<file path="src/rtl/fisr_pkg.sv">
// Shared constants and float helper functions for the reciprocal square root block.
`timescale 1ns / 1ps
package fisr_pkg;

  localparam logic [31:0] MAGIC_GUESS  = 32'h5f3759df;
  localparam logic [31:0] HALF_BITS    = 32'h3f000000;  // 0.5f
  localparam logic [31:0] THREE_HALVES = 32'h3fc00000;  // 1.5f
  localparam logic [31:0] CANON_NAN    = 32'h7fc00000;
  localparam logic [7:0]  EXP_MAX      = 8'hff;
  localparam int          MANT_W       = 48;

  typedef logic [31:0] word_t;
  typedef logic [MANT_W-1:0] mant_t;
  typedef logic signed [9:0] sexp_t;

  // Leading zero count of a 48-bit significand; 48 when zero.
  function automatic logic [5:0] lzc48(input mant_t p);
    logic [5:0] lz;
    lz = 6'd48;
    for (int i = 0; i < MANT_W; i++) begin
      if (p[i]) lz = 6'(47 - i);
    end
    return lz;
  endfunction

  // Value is p * 2^(e - 173). Normalize (or denormalize), round to nearest even, pack.
  function automatic word_t fp_pack(input logic sgn, input sexp_t e, input logic [5:0] lz,
                                    input mant_t p);
    logic signed [10:0] es;
    logic signed [10:0] lzs;
    logic signed [10:0] fld;
    logic [9:0]         ne;
    logic [5:0]         rs;
    mant_t              s;
    logic               stk;
    logic               rnd;
    logic [30:0]        mag;
    es  = {e[9], e};
    lzs = {5'b0, lz};
    fld = 11'sd0;
    stk = 1'b0;
    s   = '0;
    ne  = 10'(-e);
    rs  = ne[5:0];
    if (p == '0) begin
      return {sgn, 31'b0};
    end
    if (es >= lzs) begin
      s   = p << lz;
      fld = es + 11'sd1 - lzs;
    end else if (e >= 0) begin
      s = p << e[5:0];
    end else if (ne >= 10'd48) begin
      stk = |p;
    end else begin
      s   = p >> rs;
      stk = |(p & ~({MANT_W{1'b1}} << rs));
    end
    if (fld >= 11'sd255) begin
      return {sgn, EXP_MAX, 23'b0};
    end
    rnd = s[23] & ((|s[22:0]) | stk | s[24]);
    mag = {fld[7:0], s[46:24]} + {30'b0, rnd};
    return {sgn, mag};
  endfunction

endpackage

</file>
<file path="src/rtl/fisr_fadd.sv">
// Four-stage single-precision adder: align, add, leading zero count, round and pack.
`timescale 1ns / 1ps
module fisr_fadd
  import fisr_pkg::*;
(
  input  logic  clk,
  input  logic  rst_n,
  input  logic  en,
  input  logic  vld_i,
  input  word_t a_i,
  input  word_t b_i,
  input  word_t tag_i,
  output logic  vld_o,
  output word_t res_o,
  output word_t tag_o
);

  logic a_nan, b_nan, a_inf, b_inf;
  word_t x, y;
  logic [7:0] ex, ey, d;
  mant_t xm, yf, yal;
  logic  stk;
  logic  spc_nxt;
  word_t spv_nxt;
  mant_t sum;

  logic  s1_vld_r, s2_vld_r, s3_vld_r, s4_vld_r;
  logic  s1_spc_r, s2_spc_r, s3_spc_r;
  word_t s1_spv_r, s2_spv_r, s3_spv_r;
  logic  s1_sx_r, s1_sy_r, s2_sgn_r, s3_sgn_r;
  logic [7:0] s1_e_r, s2_e_r, s3_e_r;
  mant_t s1_x_r, s1_y_r, s2_p_r, s3_p_r;
  logic [5:0] s3_lz_r;
  word_t s1_tag_r, s2_tag_r, s3_tag_r, s4_tag_r, s4_res_r;

  always_comb begin
    a_nan = (a_i[30:23] == EXP_MAX) && (a_i[22:0] != '0);
    b_nan = (b_i[30:23] == EXP_MAX) && (b_i[22:0] != '0);
    a_inf = (a_i[30:23] == EXP_MAX) && (a_i[22:0] == '0);
    b_inf = (b_i[30:23] == EXP_MAX) && (b_i[22:0] == '0);
    spc_nxt = 1'b0;
    spv_nxt = CANON_NAN;
    if (a_nan || b_nan || (a_inf && b_inf && (a_i[31] != b_i[31]))) begin
      spc_nxt = 1'b1;
    end else if (a_inf) begin
      spc_nxt = 1'b1;
      spv_nxt = a_i;
    end else if (b_inf) begin
      spc_nxt = 1'b1;
      spv_nxt = b_i;
    end
    // larger magnitude goes first
    if (a_i[30:0] >= b_i[30:0]) begin
      x = a_i;
      y = b_i;
    end else begin
      x = b_i;
      y = a_i;
    end
    ex  = (x[30:23] == '0) ? 8'd1 : x[30:23];
    ey  = (y[30:23] == '0) ? 8'd1 : y[30:23];
    d   = ex - ey;
    xm  = {1'b0, (x[30:23] != '0), x[22:0], 23'b0};
    yf  = {1'b0, (y[30:23] != '0), y[22:0], 23'b0};
    if (d >= 8'd48) begin
      yal = '0;
      stk = |yf;
    end else begin
      yal = yf >> d[5:0];
      stk = |(yf & ~({MANT_W{1'b1}} << d[5:0]));
    end
    yal[0] = yal[0] | stk;
    sum = (s1_sx_r != s1_sy_r) ? (s1_x_r - s1_y_r) : (s1_x_r + s1_y_r);
  end

  always_ff @(posedge clk) begin
    if (!rst_n) begin
      s1_vld_r <= 1'b0;
      s2_vld_r <= 1'b0;
      s3_vld_r <= 1'b0;
      s4_vld_r <= 1'b0;
    end else if (en) begin
      s1_vld_r <= vld_i;
      s2_vld_r <= s1_vld_r;
      s3_vld_r <= s2_vld_r;
      s4_vld_r <= s3_vld_r;
    end
  end

  always_ff @(posedge clk) begin
    if (en) begin
      s1_spc_r <= spc_nxt;
      s1_spv_r <= spv_nxt;
      s1_sx_r  <= x[31];
      s1_sy_r  <= y[31];
      s1_e_r   <= ex;
      s1_x_r   <= xm;
      s1_y_r   <= yal;
      s1_tag_r <= tag_i;
      s2_spc_r <= s1_spc_r;
      s2_spv_r <= s1_spv_r;
      // exact cancellation rounds to +0
      s2_sgn_r <= (sum == '0) ? (s1_sx_r & s1_sy_r) : s1_sx_r;
      s2_e_r   <= s1_e_r;
      s2_p_r   <= sum;
      s2_tag_r <= s1_tag_r;
      s3_spc_r <= s2_spc_r;
      s3_spv_r <= s2_spv_r;
      s3_sgn_r <= s2_sgn_r;
      s3_e_r   <= s2_e_r;
      s3_p_r   <= s2_p_r;
      s3_lz_r  <= lzc48(s2_p_r);
      s3_tag_r <= s2_tag_r;
      s4_res_r <= s3_spc_r ? s3_spv_r
                           : fp_pack(s3_sgn_r, sexp_t'({2'b0, s3_e_r}), s3_lz_r, s3_p_r);
      s4_tag_r <= s3_tag_r;
    end
  end

  assign vld_o = s4_vld_r;
  assign res_o = s4_res_r;
  assign tag_o = s4_tag_r;

endmodule

</file>
<file path="config.mk">
export PLATFORM = sky130hd
export DESIGN_NAME = fisr_fadd
export DESIGN_NICKNAME = d
export VERILOG_FILES = /design/src/rtl/fisr_pkg.sv /design/src/rtl/fisr_fadd.sv
export SDC_FILE = /design/constraint.sdc
export NUM_CORES = 1
export LEC_CHECK = 0
export ABC_AREA = 1
export BUFFER_PORTS_ARGS = -buffer_cell sky130_fd_sc_hd__buf_2
export CORE_ASPECT_RATIO = 1.4
export CORE_MARGIN = 10
export CORE_UTILIZATION = 50
export DETAILED_ROUTE_END_ITERATION = 6
export GPL_TIMING_DRIVEN = 0
export HOLD_SLACK_MARGIN = 0.1
export PLACE_DENSITY_LB_ADDON = 0.1
export SLEW_MARGIN = 40
export SYNTH_ARGS = -nofsm -noshare
export SYNTH_HDL_FRONTEND = slang
export SYNTH_SLANG_ARGS = --single-unit
export TNS_END_PERCENT = 1
</file>
<file path="constraint.sdc">
create_clock -name clk -period 6.5 [get_ports clk]
set_input_delay 0.325 -clock clk [delete_from_list [all_inputs] [get_ports clk]]
set_output_delay 0.325 -clock clk [all_outputs]
set_load 0.005 [all_outputs]
</file>
==> flow_metrics.env <==
export IMPL_status="completed"
export IMPL_io_buffers=164
export IMPL_viasPerCell=5.41
export IMPL_syn_cell_area_mm2=0.0261
export IMPL_netlist_instances=2835
export IMPL_cts_tree="yes"
export IMPL_powerDensity_mw_per_mm2=335
export IMPL_initialDrtViolationCount=1232
export IMPL_drive_above_1_share=0.114
export IMPL_dr_pass1_iters=7
export IMPL_start_util=0.502
export IMPL_p_leak_nw=12.6
export IMPL_antenna_left=0
export IMPL_crit_family="compound AO/OA/AOI/OAI gates"
export IMPL_diodes=0
export IMPL_path_buf_inv=11
export IMPL_synth_area_leader_cell="edfxtp_1"
export IMPL_ys_top_cells_by_area="edfxtp_1 (53%), nand2_1 (9.1%), inv_1 (5.2%)"
export IMPL_fillCellCount=4567
export IMPL_yosysWarnings=0
export IMPL_coreArea_mm2=0.0519
export IMPL_crit_path_max_incr_delay_ns=0.53
export IMPL_worstPathRequired_ns=6.85
export IMPL_die_y_um=290
export IMPL_setup_tns_ns=0
export IMPL_synth_cell_type_count=69
export IMPL_root_buffer="clkbuf_16"
export IMPL_drcViolationCount=0
export IMPL_first_global_vias=20896
export IMPL_synth_edf_count=460
export IMPL_ys_flop_type="edfxtp_1"
export IMPL_place_inst=3689
export IMPL_cts_sinks=464
export IMPL_min_path_type="input port to flop"
export IMPL_synthArstFlopShare=0
export IMPL_grt_pass1_wl_um=112000
export IMPL_final_nets=3333
export IMPL_rows=99
export IMPL_grt_usage=0.233
export IMPL_hp_start="en"
export IMPL_wl_per_cell_um=19.0
export IMPL_syn_to_final_growth_pct=15.1
export IMPL_reg2reg_from="s3_e_r[4]"
export IMPL_cts_path_max_buffers=3
export IMPL_cp_max_fo=10
export IMPL_fin_crit_ns=6.15
export IMPL_antenna_found_initial=0
export IMPL_ir_drop_v=0.000269
export IMPL_cp_end_kind="flop"
export IMPL_cap_viol_max_count=0
export IMPL_hold_depth=1
export IMPL_cp_depth=35
export IMPL_post_route_util=0.578
export IMPL_drv_slew=0
export IMPL_seq_area_frac_synth=0.533
export IMPL_arrival_ns=6.50
export IMPL_synth_top_cell_area_share=0.530
export IMPL_ys_seq_elements=464
export IMPL_worst_slew_pin_slew_ns=0.828
export IMPL_hold_end="res_o[11]"
export IMPL_cpMaxStageDelayCell="fa_1"
export IMPL_cts_buffers=44
export IMPL_relSlewSlack=0.442
export IMPL_r2r_end="res_o[28]"
export IMPL_avgSynthCellArea_um2=9.20
export IMPL_fin_area_mm2=0.0300
export IMPL_drt_total_wl_um=72300
export IMPL_grt_overflow=0
export IMPL_hold_viol=0
export IMPL_via_count=20636
export IMPL_report_final_setup_viol=0
export IMPL_crit_type="input port to flop"
export IMPL_power_w=0.0100
export IMPL_multi_input_area_mm2=0.0105
export IMPL_fin_crit_sh=0.946
export IMPL_gp_congestion=0.950
export IMPL_skew_ns=0.0249
export IMPL_start_kind="input port"
export IMPL_max_freq_mhz=163
export IMPL_reg2reg_depth=26
export IMPL_dpl_instance_area_mm2=0.0280
export IMPL_dieArea_mm2=0.0618
export IMPL_grt_max_degree=90
export IMPL_htreeDepth=2
export IMPL_clkSlewWorstSetupHoldPaths_ns=0.06
export IMPL_fp_dieW_um=213
export IMPL_r2r_setup_slack_ns=0.87
export IMPL_register_area_mm2=0.0139
export IMPL_instances_no_fill=3811
export IMPL_hpwl_um=58200
export IMPL_io_pins=165
export IMPL_clock_latency_ns=0.59
-- cells by family after synthesis --
| kind of cell | Yosys count | share of synthesized area |
|---|---|---|
| xor gates and xnor gates | 59 | 0.0198 |
| DFF | 464 | 0.533 |
| adders and majority gates | 112 | 0.0552 |
| muxes | 17 | 0.00657 |
| AOI/OAI and AO/OA | 596 | 0.132 |
| buffers and inverters | 485 | 0.0729 |
| and+or+nand+nor | 1100 | 0.180 |
| other | 2 | 0.000288 |
-- cells in the final DEF (no fill, tap or decap), types with 19 or more instances in the layout --
cell type / netlist / layout
o21ai_1: 90 / 101
dlygate4sd3_1: 0 / 42
o211ai_1: 23 / 23
o21ai_2: 13 / 19
conb_1: 2 / 30
edfxtp_1: 460 / 460
nand3_1: 78 / 78
o22ai_1: 21 / 19
ha_1: 107 / 107
clkbuf_16: 0 / 45
a21oi_1: 94 / 93
nor4_1: 56 / 52
inv_1: 361 / 361
buf_2: 17 / 179
xor2_1: 44 / 43
clkbuf_1: 66 / 65
nor3_1: 30 / 30
nor2_1: 222 / 220
nand2_1: 635 / 634
o21ai_0: 246 / 229
nand4_1: 33 / 33
-- synthesized netlist by cell type, types with 5 or more instances --
| cell | n |
|---|---|
| nand3_1 | 78 |
| o21ai_0 | 246 |
| clkbuf_1 | 66 |
| buf_2 | 17 |
| a31oi_1 | 14 |
| o21a_1 | 18 |
| edfxtp_1 | 460 |
| o21ai_2 | 13 |
| a21oi_1 | 94 |
| o21ai_1 | 90 |
| o31ai_1 | 9 |
| xor2_1 | 44 |
| clkinv_1 | 5 |
| nor3_1 | 30 |
| a32o_1 | 16 |
| or2_1 | 6 |
| a211oi_1 | 6 |
| buf_6 | 7 |
| o211ai_1 | 23 |
| buf_1 | 11 |
| mux2i_1 | 16 |
| o221ai_1 | 7 |
| inv_1 | 361 |
| nand4_1 | 33 |
| xnor2_1 | 15 |
| or2_2 | 12 |
| o22ai_1 | 21 |
| ha_1 | 107 |
| inv_2 | 16 |
| o21bai_1 | 8 |
| fa_1 | 5 |
| nor2_1 | 222 |
| nand2_1 | 635 |
| nor4_1 | 56 |
-- per-layer routing --
layer | wire length [um] | part of all wire | vias up | track usage
li1 | - | - | 10274 | -
met2 | 38300 | 0.53 | 598 | 0.432
met3 | 2640 | 0.037 | 222 | 0.0285
met4 | 5500 | 0.076 | 0 | 0.166
met1 | 25800 | 0.36 | 9542 | 0.235
met5 | 0 | 0 | - | 0
-- cell type report --
cell class,instances,area share
sequential,464,0.463
multi-input combinational,1914,0.350
inverter,382,0.0478
timing repair buffer,213,0.0474
clock buffer,54,0.0396
tap,656,0.0273
buffer,102,0.0160
clock inverter,26,0.00929
-- how the worst max path moves through the flow --
stage	startpoint	endpoint	slack, ns
6_report	b_i[2]	s1_y_r[0]	0.35
5_1_grt	b_i[2]	s1_y_r[0]	-0.04
4_1_cts	b_i[2]	s1_y_r[0]	-0.05
3_5_place_dp	b_i[2]	s1_y_r[0]	-1.33
3_3_place_gp	en	vld_o	-1.81
2_1_floorplan	b_i[2]	s1_y_r[0]	1.06
-- worst register-to-register path, stage by stage, from the launching register on --
cell	delay, ns
edfxtp_1	0.43
ha_1	0.24
inv_1	0.07
fa_1	0.17
inv_1	0.04
a21oi_1	0.22
nand3_4	0.17
o21ai_0	0.69
buf_2	0.36
buf_1	0.41
nand2_1	0.23
nand2_1	0.10
nand3_1	0.10
nor2_2	0.23
ha_1	0.20
nand2_1	0.11
nor2_2	0.12
nand2_1	0.13
nor2_4	0.24
inv_2	0.06
nor2_1	0.11
nand4_1	0.21
nor2_1	0.19
nand3_1	0.12
xor2_1	0.16
o21ai_1	0.17
nand2_1	0.08
-- flip-flops by register name, indices dropped and copies added, names as in the netlist, 24 cells and up --
| name | cells |
|---|---|
| s1_tag_r | 32 |
| s2_tag_r | 32 |
| s2_p_r | 48 |
| s1_x_r | 24 |
| tag_o | 32 |
| s1_spv_r | 32 |
| res_o | 32 |
| s3_tag_r | 32 |
| s2_spv_r | 32 |
| s3_p_r | 48 |
| s1_y_r | 47 |
| s3_spv_r | 32 |
-- what timing repair did --
action / in CTS / in global routing
hold endpoints to repair: 43 / 0
hold buffers: 42 / 0
gates cloned: 0 / 0
pin swaps: 0 / 1
endpoints found under the setup margin: 44 / 47
buffers inserted: 0 / 1
resized for setup: 21 / 26
-- per-stage QoR --
stage / worst slack (ns) / hold WS (ns)
global placement: -1.81 / 0.400
floorplan: 1.06 / 0.400
global route: -0.0446 / 0.126
detailed placement: -1.33 / 0.405
finish: 0.353 / 0.140
CTS: -0.0494 / 0.100
-- report_power, final --
part           total, W  internal [W]  switching, W
Combinational   0.00352       0.00107       0.00246
Sequential      0.00395       0.00377      0.000185
Clock           0.00257       0.00148       0.00109
Power figures use the tool's default switching activity.
